## config.mk

```make
export PLATFORM = sky130hd
export DESIGN_NAME = json_tokenizer_core_flat
export DESIGN_NICKNAME = d
export VERILOG_FILES = /design/src/sv/tkz_pkg.sv /design/src/sv/tkz_ifs.sv /design/src/sv/tkz_ram.sv /design/src/sv/tkz_class.sv /design/src/sv/json_tokenizer_core.sv /design/src/flat_wrapper.sv
export SDC_FILE = /design/constraint.sdc
export NUM_CORES = 2
export LEC_CHECK = 0
export BUFFER_PORTS_ARGS = -buffer_cell sky130_fd_sc_hd__buf_2
export CELL_PAD_IN_SITES_DETAIL_PLACEMENT = 0
export CELL_PAD_IN_SITES_GLOBAL_PLACEMENT = 1
export CORE_MARGIN = 2
export CORE_UTILIZATION = 55
export DETAILED_ROUTE_END_ITERATION = 6
export PLACE_DENSITY_LB_ADDON = 0.2
export SYNTH_ARGS = -nofsm -noshare
export SYNTH_HDL_FRONTEND = slang
export SYNTH_SLANG_ARGS = --single-unit
```

## constraint.sdc

```tcl
create_clock -name clk -period 6 [get_ports clk]
set_input_delay 0.3 -clock clk [delete_from_list [all_inputs] [get_ports clk]]
set_output_delay 0.3 -clock clk [all_outputs]
set_load 0.05 [all_outputs]
```

## src/sv/tkz_pkg.sv

```systemverilog
`timescale 1ns / 1ps

package tkz_pkg;

    localparam int MAX_TOKENS_DEFAULT    = 64;
    localparam int POSITION_BITS_DEFAULT = 16;

    // Field widths of the channels.
    localparam int BYTE_W   = 8;
    localparam int INDEX_W  = 6;
    localparam int KIND_W   = 2;
    localparam int POS_W    = 16;
    localparam int CHILD_W  = 6;
    localparam int COUNT_W  = 7;
    localparam int STATUS_W = 3;
    localparam int LIMIT_W  = 7;

    localparam logic [LIMIT_W-1:0] LIMIT_RESET = 7'd64;
    localparam logic [CHILD_W-1:0] CHILD_MAX   = 6'd63;

    // Token kinds.
    localparam logic [KIND_W-1:0] KIND_OBJECT    = 2'd0;
    localparam logic [KIND_W-1:0] KIND_ARRAY     = 2'd1;
    localparam logic [KIND_W-1:0] KIND_STRING    = 2'd2;
    localparam logic [KIND_W-1:0] KIND_PRIMITIVE = 2'd3;

    // Parse status codes.
    localparam logic [STATUS_W-1:0] ST_OK         = 3'd0;
    localparam logic [STATUS_W-1:0] ST_FULL       = 3'd1;
    localparam logic [STATUS_W-1:0] ST_MISMATCH   = 3'd2;
    localparam logic [STATUS_W-1:0] ST_UNMATCHED  = 3'd3;
    localparam logic [STATUS_W-1:0] ST_OPEN_STR   = 3'd4;
    localparam logic [STATUS_W-1:0] ST_TOO_LONG   = 3'd5;

    // Scanner modes.
    localparam logic [1:0] MODE_IDLE   = 2'd0;
    localparam logic [1:0] MODE_STRING = 2'd1;
    localparam logic [1:0] MODE_ESCAPE = 2'd2;
    localparam logic [1:0] MODE_PRIM   = 2'd3;

    // Character codes.
    localparam logic [7:0] CH_LBRACE = 8'h7B;
    localparam logic [7:0] CH_RBRACE = 8'h7D;
    localparam logic [7:0] CH_LBRACK = 8'h5B;
    localparam logic [7:0] CH_RBRACK = 8'h5D;
    localparam logic [7:0] CH_QUOTE  = 8'h22;
    localparam logic [7:0] CH_BSLASH = 8'h5C;
    localparam logic [7:0] CH_TAB    = 8'h09;
    localparam logic [7:0] CH_CR     = 8'h0D;
    localparam logic [7:0] CH_LF     = 8'h0A;
    localparam logic [7:0] CH_SPACE  = 8'h20;
    localparam logic [7:0] CH_COLON  = 8'h3A;
    localparam logic [7:0] CH_COMMA  = 8'h2C;

    typedef struct packed {
        logic is_open;
        logic is_close;
        logic is_array;
        logic is_quote;
        logic is_bslash;
        logic is_skip;
        logic is_prim_end;
    } byte_class_t;

endpackage

```

## src/sv/tkz_ifs.sv

```systemverilog
`timescale 1ns / 1ps

interface tkz_text_if;
    logic                        valid;
    logic                        ready;
    logic [tkz_pkg::BYTE_W-1:0]  text_byte;
    logic                        end_of_text;

    modport source (output valid, output text_byte, output end_of_text, input ready);
    modport sink   (input valid, input text_byte, input end_of_text, output ready);
endinterface

interface tkz_token_if;
    logic                          valid;
    logic                          ready;
    logic                          token_valid;
    logic [tkz_pkg::INDEX_W-1:0]   token_index;
    logic [tkz_pkg::KIND_W-1:0]    token_kind;
    logic [tkz_pkg::POS_W-1:0]     token_start;
    logic [tkz_pkg::POS_W-1:0]     token_end;
    logic                          token_closed;
    logic [tkz_pkg::CHILD_W-1:0]   child_count;
    logic [tkz_pkg::COUNT_W-1:0]   token_count;
    logic [tkz_pkg::STATUS_W-1:0]  parse_status;
    logic                          last_result;

    modport source (output valid, output token_valid, output token_index, output token_kind,
                    output token_start, output token_end, output token_closed,
                    output child_count, output token_count, output parse_status,
                    output last_result, input ready);
    modport sink   (input valid, input token_valid, input token_index, input token_kind,
                    input token_start, input token_end, input token_closed,
                    input child_count, input token_count, input parse_status,
                    input last_result, output ready);
endinterface

interface tkz_cfg_if;
    logic                         valid;
    logic                         ready;
    logic [tkz_pkg::LIMIT_W-1:0]  token_limit;

    modport source (output valid, output token_limit, input ready);
    modport sink   (input valid, input token_limit, output ready);
endinterface

```

## src/sv/tkz_ram.sv

```systemverilog
`timescale 1ns / 1ps

module tkz_ram #(
    parameter int DEPTH = tkz_pkg::MAX_TOKENS_DEFAULT,
    parameter int AW    = 6,
    parameter int W     = 41
) (
    input  logic          clk,
    input  logic          we,
    input  logic          re,
    input  logic [AW-1:0] addr,
    input  logic [W-1:0]  wdata,
    output logic [W-1:0]  rdata
);

    logic [W-1:0] mem [DEPTH];

    always_ff @(posedge clk)
    begin
        if (we)
        begin
            mem[addr] <= wdata;
        end
        if (re)
        begin
            rdata <= mem[addr];
        end
    end

endmodule

```

## src/sv/tkz_class.sv

```systemverilog
`timescale 1ns / 1ps

module tkz_class (
    input  logic [tkz_pkg::BYTE_W-1:0] byte_value,
    output tkz_pkg::byte_class_t       cls
);

    logic ws;

    always_comb
    begin
        ws = (byte_value == tkz_pkg::CH_TAB) || (byte_value == tkz_pkg::CH_CR) ||
             (byte_value == tkz_pkg::CH_LF) || (byte_value == tkz_pkg::CH_SPACE);
        cls.is_open     = (byte_value == tkz_pkg::CH_LBRACE) ||
                          (byte_value == tkz_pkg::CH_LBRACK);
        cls.is_close    = (byte_value == tkz_pkg::CH_RBRACE) ||
                          (byte_value == tkz_pkg::CH_RBRACK);
        cls.is_array    = (byte_value == tkz_pkg::CH_LBRACK) ||
                          (byte_value == tkz_pkg::CH_RBRACK);
        cls.is_quote    = (byte_value == tkz_pkg::CH_QUOTE);
        cls.is_bslash   = (byte_value == tkz_pkg::CH_BSLASH);
        cls.is_skip     = ws || (byte_value == tkz_pkg::CH_COLON) ||
                          (byte_value == tkz_pkg::CH_COMMA);
        cls.is_prim_end = ws || (byte_value == tkz_pkg::CH_COMMA) ||
                          (byte_value == tkz_pkg::CH_RBRACE) ||
                          (byte_value == tkz_pkg::CH_RBRACK);
    end

endmodule

```

## src/sv/json_tokenizer_core.sv

```systemverilog
`timescale 1ns / 1ps

// Channel  Direction  Payload                                      Request moves
// text     in         text_byte, end_of_text                       one byte of text
// tokens   out        token fields, token_count, parse_status...   one table entry
// cfg      in         token_limit                                  one limit write
//
// Steps: a byte in open text passes S_BYTE, S_HANDLE, S_POSINC and S_EOT; a byte inside
// a string or primitive skips S_HANDLE. Creating a token adds the table write and, if
// there is a parent, a read and write of its child count; the byte that ends a
// primitive is then handled in open text as well. A closer walks the token table
// downwards through the single memory port, reading each entry visited. An emitted
// entry is read and then given out. Reset clears the control state; the token table needs
// no clearing, as only entries below the fill count are ever used. A waiting result
// stalls the sequencer only at the point where the next result would be loaded.
module json_tokenizer_core #(
    parameter int MAX_TOKENS    = tkz_pkg::MAX_TOKENS_DEFAULT,
    parameter int POSITION_BITS = tkz_pkg::POSITION_BITS_DEFAULT
) (
    input  logic              clk,
    input  logic              rst_n,
    tkz_text_if.sink          text,
    tkz_token_if.source       tokens,
    tkz_cfg_if.sink           cfg
);

    localparam int P  = POSITION_BITS;
    localparam int IW = (MAX_TOKENS > 1) ? $clog2(MAX_TOKENS) : 1;
    localparam int CW = $clog2(MAX_TOKENS + 1);
    localparam int LW = CW + tkz_pkg::LIMIT_W;
    // Table word: kind, start, end, closed flag, child count.
    localparam int WW = tkz_pkg::KIND_W + 2 * P + 1 + tkz_pkg::CHILD_W;
    localparam int CH_LO = 0;
    localparam int CL_B  = tkz_pkg::CHILD_W;
    localparam int EN_LO = CL_B + 1;
    localparam int ST_LO = EN_LO + P;
    localparam int KD_LO = ST_LO + P;

    localparam logic [3:0] S_IDLE     = 4'd0;
    localparam logic [3:0] S_BYTE     = 4'd1;
    localparam logic [3:0] S_HANDLE   = 4'd2;
    localparam logic [3:0] S_ALLOC    = 4'd3;
    localparam logic [3:0] S_PAR_RD   = 4'd4;
    localparam logic [3:0] S_PAR_WR   = 4'd5;
    localparam logic [3:0] S_AFTER    = 4'd6;
    localparam logic [3:0] S_SCAN     = 4'd7;
    localparam logic [3:0] S_SCAN_CHK = 4'd8;
    localparam logic [3:0] S_POSINC   = 4'd9;
    localparam logic [3:0] S_EOT      = 4'd10;
    localparam logic [3:0] S_EMIT_RD  = 4'd11;
    localparam logic [3:0] S_EMIT_OUT = 4'd12;

    // Where the sequencer goes once a token has been allocated.
    localparam logic [1:0] RET_STR  = 2'd0;
    localparam logic [1:0] RET_PRIM = 2'd1;
    localparam logic [1:0] RET_OPEN = 2'd2;
    localparam logic [1:0] RET_EOT  = 2'd3;

    logic [3:0]                    state_reg, state_next;
    logic [tkz_pkg::BYTE_W-1:0]    byte_reg, byte_next;
    logic                          eot_reg, eot_next;
    logic [1:0]                    mode_reg, mode_next;
    logic [P-1:0]                  pos_reg, pos_next;
    logic [P-1:0]                  scan_start_reg, scan_start_next;
    logic [tkz_pkg::STATUS_W-1:0]  err_reg, err_next;
    logic [CW-1:0]                 next_free_reg, next_free_next;
    logic                          parent_valid_reg, parent_valid_next;
    logic [IW-1:0]                 parent_reg, parent_next;
    logic [CW-1:0]                 cursor_reg, cursor_next;
    logic [tkz_pkg::LIMIT_W-1:0]   limit_reg;
    logic [tkz_pkg::KIND_W-1:0]    akind_reg, akind_next;
    logic [P-1:0]                  astart_reg, astart_next;
    logic [P-1:0]                  aend_reg, aend_next;
    logic                          aclosed_reg, aclosed_next;
    logic [1:0]                    ret_reg, ret_next;
    logic [IW-1:0]                 new_idx_reg, new_idx_next;
    logic [CW-1:0]                 scan_i_reg, scan_i_next;
    logic                          phase_reg, phase_next;
    logic [CW-1:0]                 emit_idx_reg, emit_idx_next;

    logic                          ov_reg, ov_next;
    logic                          o_tvalid_reg, o_tvalid_next;
    logic [tkz_pkg::INDEX_W-1:0]   o_index_reg, o_index_next;
    logic [tkz_pkg::KIND_W-1:0]    o_kind_reg, o_kind_next;
    logic [tkz_pkg::POS_W-1:0]     o_start_reg, o_start_next;
    logic [tkz_pkg::POS_W-1:0]     o_end_reg, o_end_next;
    logic                          o_closed_reg, o_closed_next;
    logic [tkz_pkg::CHILD_W-1:0]   o_child_reg, o_child_next;
    logic [tkz_pkg::COUNT_W-1:0]   o_count_reg, o_count_next;
    logic [tkz_pkg::STATUS_W-1:0]  o_status_reg, o_status_next;
    logic                          o_last_reg, o_last_next;

    logic                          mem_we, mem_re;
    logic [IW-1:0]                 mem_addr;
    logic [WW-1:0]                 mem_wdata, mem_rdata;
    tkz_pkg::byte_class_t          cls;

    logic                          table_full;
    logic [CW-1:0]                 scan_m1;
    logic [tkz_pkg::CHILD_W-1:0]   rd_child;
    logic [CW:0]                   emit_inc;
    logic                          emit_valid;
    logic [P+tkz_pkg::POS_W-1:0]   start_wide, end_wide;
    logic [CW+tkz_pkg::INDEX_W-1:0] index_wide;
    logic [CW+tkz_pkg::COUNT_W-1:0] count_wide;

    tkz_class u_class (
        .byte_value (byte_reg),
        .cls        (cls)
    );

    tkz_ram #(
        .DEPTH (MAX_TOKENS),
        .AW    (IW),
        .W     (WW)
    ) u_table (
        .clk   (clk),
        .we    (mem_we),
        .re    (mem_re),
        .addr  (mem_addr),
        .wdata (mem_wdata),
        .rdata (mem_rdata)
    );

    assign text.ready = (state_reg == S_IDLE);
    assign cfg.ready  = 1'b1;

    assign tokens.valid        = ov_reg;
    assign tokens.token_valid  = o_tvalid_reg;
    assign tokens.token_index  = o_index_reg;
    assign tokens.token_kind   = o_kind_reg;
    assign tokens.token_start  = o_start_reg;
    assign tokens.token_end    = o_end_reg;
    assign tokens.token_closed = o_closed_reg;
    assign tokens.child_count  = o_child_reg;
    assign tokens.token_count  = o_count_reg;
    assign tokens.parse_status = o_status_reg;
    assign tokens.last_result  = o_last_reg;

    // The usable limit is the smaller of the register and the table depth.
    assign table_full = (LW'(next_free_reg) >= LW'(limit_reg)) ||
                        (next_free_reg >= CW'(MAX_TOKENS));
    assign scan_m1    = scan_i_reg - 1'b1;
    assign rd_child   = mem_rdata[CL_B-1:CH_LO];
    assign emit_inc   = {1'b0, emit_idx_reg} + 1'b1;
    assign emit_valid = (emit_idx_reg < next_free_reg);
    assign start_wide = {{tkz_pkg::POS_W{1'b0}}, mem_rdata[KD_LO-1:ST_LO]};
    assign end_wide   = {{tkz_pkg::POS_W{1'b0}}, mem_rdata[ST_LO-1:EN_LO]};
    assign index_wide = {{tkz_pkg::INDEX_W{1'b0}}, emit_idx_reg};
    assign count_wide = {{tkz_pkg::COUNT_W{1'b0}}, next_free_reg};

    always_comb
    begin
        state_next        = state_reg;
        byte_next         = byte_reg;
        eot_next          = eot_reg;
        mode_next         = mode_reg;
        pos_next          = pos_reg;
        scan_start_next   = scan_start_reg;
        err_next          = err_reg;
        next_free_next    = next_free_reg;
        parent_valid_next = parent_valid_reg;
        parent_next       = parent_reg;
        cursor_next       = cursor_reg;
        akind_next        = akind_reg;
        astart_next       = astart_reg;
        aend_next         = aend_reg;
        aclosed_next      = aclosed_reg;
        ret_next          = ret_reg;
        new_idx_next      = new_idx_reg;
        scan_i_next       = scan_i_reg;
        phase_next        = phase_reg;
        emit_idx_next     = emit_idx_reg;
        ov_next           = ov_reg;
        o_tvalid_next     = o_tvalid_reg;
        o_index_next      = o_index_reg;
        o_kind_next       = o_kind_reg;
        o_start_next      = o_start_reg;
        o_end_next        = o_end_reg;
        o_closed_next     = o_closed_reg;
        o_child_next      = o_child_reg;
        o_count_next      = o_count_reg;
        o_status_next     = o_status_reg;
        o_last_next       = o_last_reg;
        mem_we            = 1'b0;
        mem_re            = 1'b0;
        mem_addr          = next_free_reg[IW-1:0];
        mem_wdata         = mem_rdata;

        if (ov_reg && tokens.ready)
        begin
            ov_next = 1'b0;
        end

        case (state_reg)
            S_IDLE:
            begin
                if (text.valid)
                begin
                    byte_next = text.text_byte;
                    eot_next  = text.end_of_text;
                    if (cursor_reg != '0)
                    begin
                        // Emission in progress: the byte itself is ignored.
                        emit_idx_next = cursor_reg;
                        state_next    = S_EMIT_RD;
                    end
                    else
                    begin
                        state_next = S_BYTE;
                    end
                end
            end

            S_BYTE:
            begin
                if (err_reg != tkz_pkg::ST_OK)
                begin
                    state_next = S_EOT;
                end
                else if (pos_reg >= {P{1'b1}})
                begin
                    err_next   = tkz_pkg::ST_TOO_LONG;
                    state_next = S_EOT;
                end
                else
                begin
                    case (mode_reg)
                        tkz_pkg::MODE_STRING:
                        begin
                            if (cls.is_quote)
                            begin
                                mode_next    = tkz_pkg::MODE_IDLE;
                                akind_next   = tkz_pkg::KIND_STRING;
                                astart_next  = scan_start_reg;
                                aend_next    = pos_reg;
                                aclosed_next = 1'b1;
                                ret_next     = RET_STR;
                                state_next   = S_ALLOC;
                            end
                            else
                            begin
                                if (cls.is_bslash)
                                begin
                                    mode_next = tkz_pkg::MODE_ESCAPE;
                                end
                                state_next = S_POSINC;
                            end
                        end
                        tkz_pkg::MODE_ESCAPE:
                        begin
                            mode_next  = tkz_pkg::MODE_STRING;
                            state_next = S_POSINC;
                        end
                        tkz_pkg::MODE_PRIM:
                        begin
                            if (cls.is_prim_end)
                            begin
                                mode_next    = tkz_pkg::MODE_IDLE;
                                akind_next   = tkz_pkg::KIND_PRIMITIVE;
                                astart_next  = scan_start_reg;
                                aend_next    = pos_reg;
                                aclosed_next = 1'b1;
                                ret_next     = RET_PRIM;
                                state_next   = S_ALLOC;
                            end
                            else
                            begin
                                state_next = S_POSINC;
                            end
                        end
                        default:
                        begin
                            state_next = S_HANDLE;
                        end
                    endcase
                end
            end

            S_HANDLE:
            begin
                if (cls.is_open)
                begin
                    akind_next   = cls.is_array ? tkz_pkg::KIND_ARRAY : tkz_pkg::KIND_OBJECT;
                    astart_next  = pos_reg;
                    aend_next    = '0;
                    aclosed_next = 1'b0;
                    ret_next     = RET_OPEN;
                    state_next   = S_ALLOC;
                end
                else if (cls.is_close)
                begin
                    scan_i_next = next_free_reg;
                    phase_next  = 1'b0;
                    state_next  = S_SCAN;
                end
                else if (cls.is_quote)
                begin
                    mode_next       = tkz_pkg::MODE_STRING;
                    scan_start_next = pos_reg + 1'b1;
                    state_next      = S_POSINC;
                end
                else if (cls.is_skip)
                begin
                    state_next = S_POSINC;
                end
                else
                begin
                    mode_next       = tkz_pkg::MODE_PRIM;
                    scan_start_next = pos_reg;
                    state_next      = S_POSINC;
                end
            end

            S_ALLOC:
            begin
                if (table_full)
                begin
                    if (err_reg == tkz_pkg::ST_OK)
                    begin
                        err_next = tkz_pkg::ST_FULL;
                    end
                    if (ret_reg == RET_EOT)
                    begin
                        emit_idx_next = '0;
                        state_next    = S_EMIT_RD;
                    end
                    else
                    begin
                        state_next = S_POSINC;
                    end
                end
                else
                begin
                    mem_we         = 1'b1;
                    mem_addr       = next_free_reg[IW-1:0];
                    mem_wdata      = {akind_reg, astart_reg, aend_reg, aclosed_reg,
                                      {tkz_pkg::CHILD_W{1'b0}}};
                    new_idx_next   = next_free_reg[IW-1:0];
                    next_free_next = next_free_reg + 1'b1;
                    state_next     = parent_valid_reg ? S_PAR_RD : S_AFTER;
                end
            end

            S_PAR_RD:
            begin
                mem_re     = 1'b1;
                mem_addr   = parent_reg;
                state_next = S_PAR_WR;
            end

            S_PAR_WR:
            begin
                mem_we    = 1'b1;
                mem_addr  = parent_reg;
                mem_wdata = {mem_rdata[WW-1:CL_B],
                             (rd_child == tkz_pkg::CHILD_MAX) ? rd_child : rd_child + 1'b1};
                state_next = S_AFTER;
            end

            S_AFTER:
            begin
                case (ret_reg)
                    RET_OPEN:
                    begin
                        parent_valid_next = 1'b1;
                        parent_next       = new_idx_reg;
                        state_next        = S_POSINC;
                    end
                    RET_PRIM:
                    begin
                        // The byte that ended the primitive is handled in its own right.
                        state_next = S_HANDLE;
                    end
                    RET_EOT:
                    begin
                        emit_idx_next = '0;
                        state_next    = S_EMIT_RD;
                    end
                    default:
                    begin
                        state_next = S_POSINC;
                    end
                endcase
            end

            S_SCAN:
            begin
                if (scan_i_reg == '0)
                begin
                    if (!phase_reg)
                    begin
                        err_next = tkz_pkg::ST_UNMATCHED;
                    end
                    else
                    begin
                        parent_valid_next = 1'b0;
                    end
                    state_next = S_POSINC;
                end
                else
                begin
                    mem_re      = 1'b1;
                    mem_addr    = scan_m1[IW-1:0];
                    scan_i_next = scan_m1;
                    state_next  = S_SCAN_CHK;
                end
            end

            S_SCAN_CHK:
            begin
                if (mem_rdata[CL_B])
                begin
                    state_next = S_SCAN;
                end
                else if (!phase_reg)
                begin
                    if (mem_rdata[WW-1:KD_LO] != {1'b0, cls.is_array})
                    begin
                        err_next   = tkz_pkg::ST_MISMATCH;
                        state_next = S_POSINC;
                    end
                    else
                    begin
                        // Close the container, then look further down for its parent.
                        mem_we     = 1'b1;
                        mem_addr   = scan_i_reg[IW-1:0];
                        mem_wdata  = {mem_rdata[WW-1:ST_LO], pos_reg + 1'b1, 1'b1, rd_child};
                        phase_next = 1'b1;
                        state_next = S_SCAN;
                    end
                end
                else
                begin
                    parent_valid_next = 1'b1;
                    parent_next       = scan_i_reg[IW-1:0];
                    state_next        = S_POSINC;
                end
            end

            S_POSINC:
            begin
                pos_next   = pos_reg + 1'b1;
                state_next = S_EOT;
            end

            S_EOT:
            begin
                if (!eot_reg)
                begin
                    state_next = S_IDLE;
                end
                else
                begin
                    mode_next     = tkz_pkg::MODE_IDLE;
                    emit_idx_next = '0;
                    state_next    = S_EMIT_RD;
                    if (err_reg == tkz_pkg::ST_OK)
                    begin
                        if ((mode_reg == tkz_pkg::MODE_STRING) ||
                            (mode_reg == tkz_pkg::MODE_ESCAPE))
                        begin
                            err_next = tkz_pkg::ST_OPEN_STR;
                        end
                        else if (mode_reg == tkz_pkg::MODE_PRIM)
                        begin
                            akind_next   = tkz_pkg::KIND_PRIMITIVE;
                            astart_next  = scan_start_reg;
                            aend_next    = pos_reg;
                            aclosed_next = 1'b1;
                            ret_next     = RET_EOT;
                            state_next   = S_ALLOC;
                        end
                    end
                end
            end

            S_EMIT_RD:
            begin
                mem_re     = 1'b1;
                mem_addr   = emit_idx_reg[IW-1:0];
                state_next = S_EMIT_OUT;
            end

            S_EMIT_OUT:
            begin
                if (!ov_reg || tokens.ready)
                begin
                    ov_next       = 1'b1;
                    o_tvalid_next = emit_valid;
                    o_index_next  = emit_valid ? index_wide[tkz_pkg::INDEX_W-1:0] : '0;
                    o_kind_next   = emit_valid ? mem_rdata[WW-1:KD_LO] : '0;
                    o_start_next  = emit_valid ? start_wide[tkz_pkg::POS_W-1:0] : '0;
                    o_end_next    = (emit_valid && mem_rdata[CL_B]) ?
                                    end_wide[tkz_pkg::POS_W-1:0] : '0;
                    o_closed_next = emit_valid && mem_rdata[CL_B];
                    o_child_next  = emit_valid ? rd_child : '0;
                    o_count_next  = count_wide[tkz_pkg::COUNT_W-1:0];
                    o_status_next = err_reg;
                    o_last_next   = (emit_inc >= {1'b0, next_free_reg});
                    if (emit_inc >= {1'b0, next_free_reg})
                    begin
                        // Final entry: the document is done and the block starts afresh.
                        next_free_next    = '0;
                        parent_valid_next = 1'b0;
                        pos_next          = '0;
                        mode_next         = tkz_pkg::MODE_IDLE;
                        scan_start_next   = '0;
                        err_next          = tkz_pkg::ST_OK;
                        cursor_next       = '0;
                    end
                    else
                    begin
                        cursor_next = emit_inc[CW-1:0];
                    end
                    state_next = S_IDLE;
                end
            end

            default:
            begin
                state_next = S_IDLE;
            end
        endcase
    end

    always_ff @(posedge clk or negedge rst_n)
    begin
        if (!rst_n)
        begin
            state_reg        <= S_IDLE;
            mode_reg         <= tkz_pkg::MODE_IDLE;
            pos_reg          <= '0;
            scan_start_reg   <= '0;
            err_reg          <= tkz_pkg::ST_OK;
            next_free_reg    <= '0;
            parent_valid_reg <= 1'b0;
            cursor_reg       <= '0;
            limit_reg        <= tkz_pkg::LIMIT_RESET;
            ov_reg           <= 1'b0;
        end
        else
        begin
            state_reg        <= state_next;
            mode_reg         <= mode_next;
            pos_reg          <= pos_next;
            scan_start_reg   <= scan_start_next;
            err_reg          <= err_next;
            next_free_reg    <= next_free_next;
            parent_valid_reg <= parent_valid_next;
            cursor_reg       <= cursor_next;
            ov_reg           <= ov_next;
            if (cfg.valid)
            begin
                limit_reg <= cfg.token_limit;
            end
        end
    end

    always_ff @(posedge clk)
    begin
        byte_reg      <= byte_next;
        eot_reg       <= eot_next;
        parent_reg    <= parent_next;
        akind_reg     <= akind_next;
        astart_reg    <= astart_next;
        aend_reg      <= aend_next;
        aclosed_reg   <= aclosed_next;
        ret_reg       <= ret_next;
        new_idx_reg   <= new_idx_next;
        scan_i_reg    <= scan_i_next;
        phase_reg     <= phase_next;
        emit_idx_reg  <= emit_idx_next;
        o_tvalid_reg  <= o_tvalid_next;
        o_index_reg   <= o_index_next;
        o_kind_reg    <= o_kind_next;
        o_start_reg   <= o_start_next;
        o_end_reg     <= o_end_next;
        o_closed_reg  <= o_closed_next;
        o_child_reg   <= o_child_next;
        o_count_reg   <= o_count_next;
        o_status_reg  <= o_status_next;
        o_last_reg    <= o_last_next;
    end

`ifndef SYNTHESIS
    // The fill count never runs past the table depth.
    a_fill_bound: assert property (@(posedge clk) disable iff (!rst_n)
        next_free_reg <= CW'(MAX_TOKENS))
        else $error("token fill count exceeds table depth");

    // A pending emission cursor always points at a stored entry.
    a_cursor_bound: assert property (@(posedge clk) disable iff (!rst_n)
        (cursor_reg != '0) |-> (cursor_reg < next_free_reg))
        else $error("emission cursor beyond fill count");

    // An accepted byte always starts the sequencer.
    a_accept_busy: assert property (@(posedge clk) disable iff (!rst_n)
        (text.valid && text.ready) |=> (state_reg != S_IDLE))
        else $error("sequencer did not start after a request");

    // The first error stays until the document has been given out.
    a_err_latched: assert property (@(posedge clk) disable iff (!rst_n)
        ((err_reg != tkz_pkg::ST_OK) && (state_reg != S_EMIT_OUT)) |=>
        (err_reg == $past(err_reg)))
        else $error("latched error changed");
`endif

endmodule
```

## src/flat_wrapper.sv

```systemverilog
// flat-port wrapper written by rule: the top's interface ports become plain ports
module json_tokenizer_core_flat 
#(
    parameter int MAX_TOKENS    = tkz_pkg::MAX_TOKENS_DEFAULT,
    parameter int POSITION_BITS = tkz_pkg::POSITION_BITS_DEFAULT
)
  (clk, rst_n, text_valid, text_text_byte, text_end_of_text, text_ready, tokens_valid, tokens_token_valid, tokens_token_index, tokens_token_kind, tokens_token_start, tokens_token_end, tokens_token_closed, tokens_child_count, tokens_token_count, tokens_parse_status, tokens_last_result, tokens_ready, cfg_valid, cfg_token_limit, cfg_ready);
  tkz_text_if text_i ();
  tkz_token_if tokens_i ();
  tkz_cfg_if cfg_i ();
  input  logic clk;
  input  logic rst_n;
  input wire logic [$bits(text_i.valid)-1:0] text_valid;
  input wire logic [$bits(text_i.text_byte)-1:0] text_text_byte;
  input wire logic [$bits(text_i.end_of_text)-1:0] text_end_of_text;
  output wire logic [$bits(text_i.ready)-1:0] text_ready;
  output wire logic [$bits(tokens_i.valid)-1:0] tokens_valid;
  output wire logic [$bits(tokens_i.token_valid)-1:0] tokens_token_valid;
  output wire logic [$bits(tokens_i.token_index)-1:0] tokens_token_index;
  output wire logic [$bits(tokens_i.token_kind)-1:0] tokens_token_kind;
  output wire logic [$bits(tokens_i.token_start)-1:0] tokens_token_start;
  output wire logic [$bits(tokens_i.token_end)-1:0] tokens_token_end;
  output wire logic [$bits(tokens_i.token_closed)-1:0] tokens_token_closed;
  output wire logic [$bits(tokens_i.child_count)-1:0] tokens_child_count;
  output wire logic [$bits(tokens_i.token_count)-1:0] tokens_token_count;
  output wire logic [$bits(tokens_i.parse_status)-1:0] tokens_parse_status;
  output wire logic [$bits(tokens_i.last_result)-1:0] tokens_last_result;
  input wire logic [$bits(tokens_i.ready)-1:0] tokens_ready;
  input wire logic [$bits(cfg_i.valid)-1:0] cfg_valid;
  input wire logic [$bits(cfg_i.token_limit)-1:0] cfg_token_limit;
  output wire logic [$bits(cfg_i.ready)-1:0] cfg_ready;
  assign text_i.valid = text_valid;
  assign text_i.text_byte = text_text_byte;
  assign text_i.end_of_text = text_end_of_text;
  assign text_ready = text_i.ready;
  assign tokens_valid = tokens_i.valid;
  assign tokens_token_valid = tokens_i.token_valid;
  assign tokens_token_index = tokens_i.token_index;
  assign tokens_token_kind = tokens_i.token_kind;
  assign tokens_token_start = tokens_i.token_start;
  assign tokens_token_end = tokens_i.token_end;
  assign tokens_token_closed = tokens_i.token_closed;
  assign tokens_child_count = tokens_i.child_count;
  assign tokens_token_count = tokens_i.token_count;
  assign tokens_parse_status = tokens_i.parse_status;
  assign tokens_last_result = tokens_i.last_result;
  assign tokens_i.ready = tokens_ready;
  assign cfg_i.valid = cfg_valid;
  assign cfg_i.token_limit = cfg_token_limit;
  assign cfg_ready = cfg_i.ready;
  json_tokenizer_core #(.MAX_TOKENS(MAX_TOKENS), .POSITION_BITS(POSITION_BITS)) u_core (.clk(clk), .rst_n(rst_n), .text(text_i), .tokens(tokens_i), .cfg(cfg_i));
endmodule
```

==> metrics.md <==
| Metric | Value |
|---|---|
| Worst R2R End | `u_core.u_table.mem[44][27]$_DFFE_PP_` |
| Sw frac | `36.9%` |
| Core Area | `204000 sq um` |
| Largest register FFs | `2624` |
| Die Wd | `457 um` |
| Synthesized net count | `6425` |
| Instance area at placement | `119000 sq um` |
| Startpoint Class | `flip-flop` |
| # rows | `166` |
| Maxcap violations | `0` |
| Worst R2R Setup Slack | `0.68 ns` |
| Top layer in use | `met5` |
| Number of synthesized flops with an enable pin | `2797` |
| CTS sink count | `2861` |
| Sequential power share | `38.2%` |
| Metal-1 WL | `135 mm` |
| Share of cells above drive strength 1 | `20.8%` |
| Fin. max-slew vios | `0` |
| 1st-pass router iterations | `7` |
| Clk root buf | `clkbuf_16` |
| Worst r2r src | `u_core.next_free_reg[0]$_DFFE_PN0P_` |
| Placed wire-length estimate | `217 mm` |
| Internal | `45.0 mW` |
| Worst hold path class | `input port to flip-flop` |
| Min Tclk post-route | `5.32 ns` |
| Remaining Overflow, GRT | `0` |
| Initial core utilization | `55.2%` |
| Number of synthesized register bits | `2861` |
| Synthesized area per cell | `17.7 sq um` |
| Commonest non-fill, non-tap cell in the layout | `edfxtp_1` |
| Crit path to | `u_core.u_table.mem[44][27]$_DFFE_PP_` |
| Synth Flop Type | `edfxtp_1` |
| Net Sw Power | `26.3 mW` |
| Htree depth | `5` |
| Part of the power in combinational logic | `36.7%` |
| Vias in the first global route | `63.7k` |
| Hold Slack | `0.0948 ns` |
| Ys Warns | `0` |
| CTS tree | `done` |
| Crit Path Category | `flip-flop to flip-flop` |
| Final setup fails | `0` |
| Register area share after synthesis | `75.8%` |
| DIE AREA | `209000 sq um` |
| PD cells | `556 nW/um^2` |
| DR WL/cell | `38.1 um` |
| Slew headroom | `1.04%` |
| Routed vias | `67.0k` |
| Met3 wire length | `49.0 mm` |
| Nets@finish | `6823` |
| Critical Path AT | `5.85 ns` |
| Pleak | `41.8 nW` |
| Final Cycle Share | `88.7%` |
| Post-route cell area | `128000 sq um` |
| I/O Buffers | `81` |
| Most frequent cells in the layout | `2797 x edfxtp_1, 854 x nand2_1, 402 x mux4_2` |
| RSZ-0062 raised after global routing | `no` |
| Req. time, crit path | `6.53 ns` |
| P&R area growth vs syn | `13.7%` |
| Slew at the pin closest to its max-slew limit | `1.48 ns` |
| Max Root-Sink Buffers | `4` |
| Clk Latency, worst-skew pair | `0.97 ns` |
| GRT Total Usage | `35.1%` |
| WL final | `369 mm` |
| Clk slew on worst S/H paths | `0.06 ns` |
| Peak supply drop | `374 uV` |
| Pin count of the biggest net entering global routing | `79` |
| Final Hold Vio Count | `0` |
| Initial antenna violation count | `19` |
| Biggest register | `u_core.u_table.mem` |
| Avg Vias per Cell | `6.92` |
| CP Launch Point | `u_core.next_free_reg[0]$_DFFE_PN0P_` |
| Clock share of power | `25.2%` |
| Post-synthesis cell type count | `109` |
| Outcome | `finished with violations` |
| First-pass GRT wire length | `507 mm` |
| Clock Skew | `0.0594 ns` |
| Final ANT Viol Nets | `0` |
| Setup crit end kind | `flip-flop` |
| Failing checks | `DRC` |
| Crit-path max FO | `31` |
| FMAX | `0.188 GHz` |
| Post-Synthesis Cell Area | `113000 sq um` |
| Cell count after synthesis | `6373` |
| Ports | `83` |
| Final TNS setup | `0 ns` |
| Cts bufs inserted | `300` |
| Cells on worst reg2reg path | `15` |
| WL met2 | `167 mm` |
| Post-cts resize count | `0` |
| RePlAce Congestion | `0.937` |
| Fraction of registers with async set/reset | `2.24%` |
| Die Y-Extent | `457 um` |
| DRC Markers | `16` |
| Biggest regs | `u_core.u_table.mem x2624, u_core.u_table.rdata x41` |
| Initial DRC count | `11.9k` |
synthesized netlist by cell type, types with 65 or more instances:
cell,count,area (sq um)
edfxtp_1,2797,84000
nand2_1,857,3220
mux4_2,402,9050
a21oi_1,318,1590
nor2_1,209,785
o21ai_0,150,751
nand3_1,138,691
buf_2,124,621
clkbuf_1,112,420
mux2i_1,97,971
a22oi_1,93,698
a31oi_1,65,407
kinds of logic (layout without fill, tap and decap cells):
kind of cell | count (synthesis) | in the layout | share of synthesized area (%)
flops | 2861 | 2861 | 75.8
simple gates | 1505 | 1505 | 5.97
compound gates | 970 | 970 | 5.69
mux | 560 | 560 | 9.69
buf+inv | 407 | 1011 | 2.21
xor+xnor | 38 | 38 | 0.301
fa+ha+maj | 31 | 31 | 0.344
other cells | 1 | 11 | 0.00332
power by group through the flow:
stage,registers (mW),clock network [mW],logic [mW]
global route,27.2,18.8,27.1
detailed placement,27.6,0,25.5
floorplan,27.1,0,15.6
global placement,27.5,0,25.2
finish,27.2,18.0,26.2
CTS,27.1,18.0,25.6
repair_timing:
item	CTS	global route
endpoints found under the hold margin	92	0
hold buffers	33	0
setup endpoints to repair	0	0
buffers inserted	0	0
metal layers:
metal | vias up | global-route usage (%)
met3 | 843 | 8.94
met1 | 34800 | 49.2
met4 | 8 | 15.3
met2 | 5089 | 52.6
li1 | 26200 | -
met5 | - | 0
critical path, stage by stage, from the launching register on:
cell      delay [ns]
dfrtp_1         0.58
inv_1           0.24
ha_1            0.32
nand2b_1        0.15
a21o_1          0.19
a21o_1          0.17
a21o_1          0.18
a21o_1          0.17
a21oi_1         0.45
o211ai_1        0.32
nand3_1         0.18
buf_4           0.28
nand3_1         0.37
buf_4           0.36
nor2_4          0.11
buf_4           0.77
per-stage QoR:
stage	util (%)	worst slack (ns)	cells	total power, mW
2_1_floorplan	-	0.625	6373	42.8
3_3_place_gp	58.1	0.899	9123	52.8
3_5_place_dp	58.1	0.825	9123	53.1
4_1_cts	62.8	0.784	9664	70.8
5_1_grt	62.8	0.584	9666	73.1
6_report	62.8	0.677	9675	71.3
layout make-up:
cell class                      count  area [sq um]
Clock inverter                    141          1300
Clock buffer                      367          7960
Sequential cell                  2861         85600
Multi-Input combinational cell   3105         25700
Timing Repair Buffer              469          4260
Inverter                           34           129
Antenna cell                       10          25.0
Fill cell                       14300         76000
Tap cell                         2688          3360
how the worst min path moves through the flow:
stage | end | slack, ns | cells past startpoint | start
2_1_floorplan | u_core.cursor_reg[0]$_DFFE_PN0P_ | 0.004 | 0 | rst_n
3_3_place_gp | u_core.tokens.parse_status[1]$_DFFE_PP_ | 0.47 | 0 | u_core.err_reg[1]$_DFFE_PN0P_
3_5_place_dp | u_core.tokens.parse_status[0]$_DFFE_PP_ | 0.46 | 0 | u_core.err_reg[0]$_DFFE_PN0P_
4_1_cts | u_core.eot_reg$_DFFE_PP_ | 0.06 | 2 | text_end_of_text
5_1_grt | u_core.eot_reg$_DFFE_PP_ | 0.09 | 2 | text_end_of_text
6_report | u_core.eot_reg$_DFFE_PP_ | 0.09 | 2 | text_end_of_text
Power figures use the tool's default switching activity.
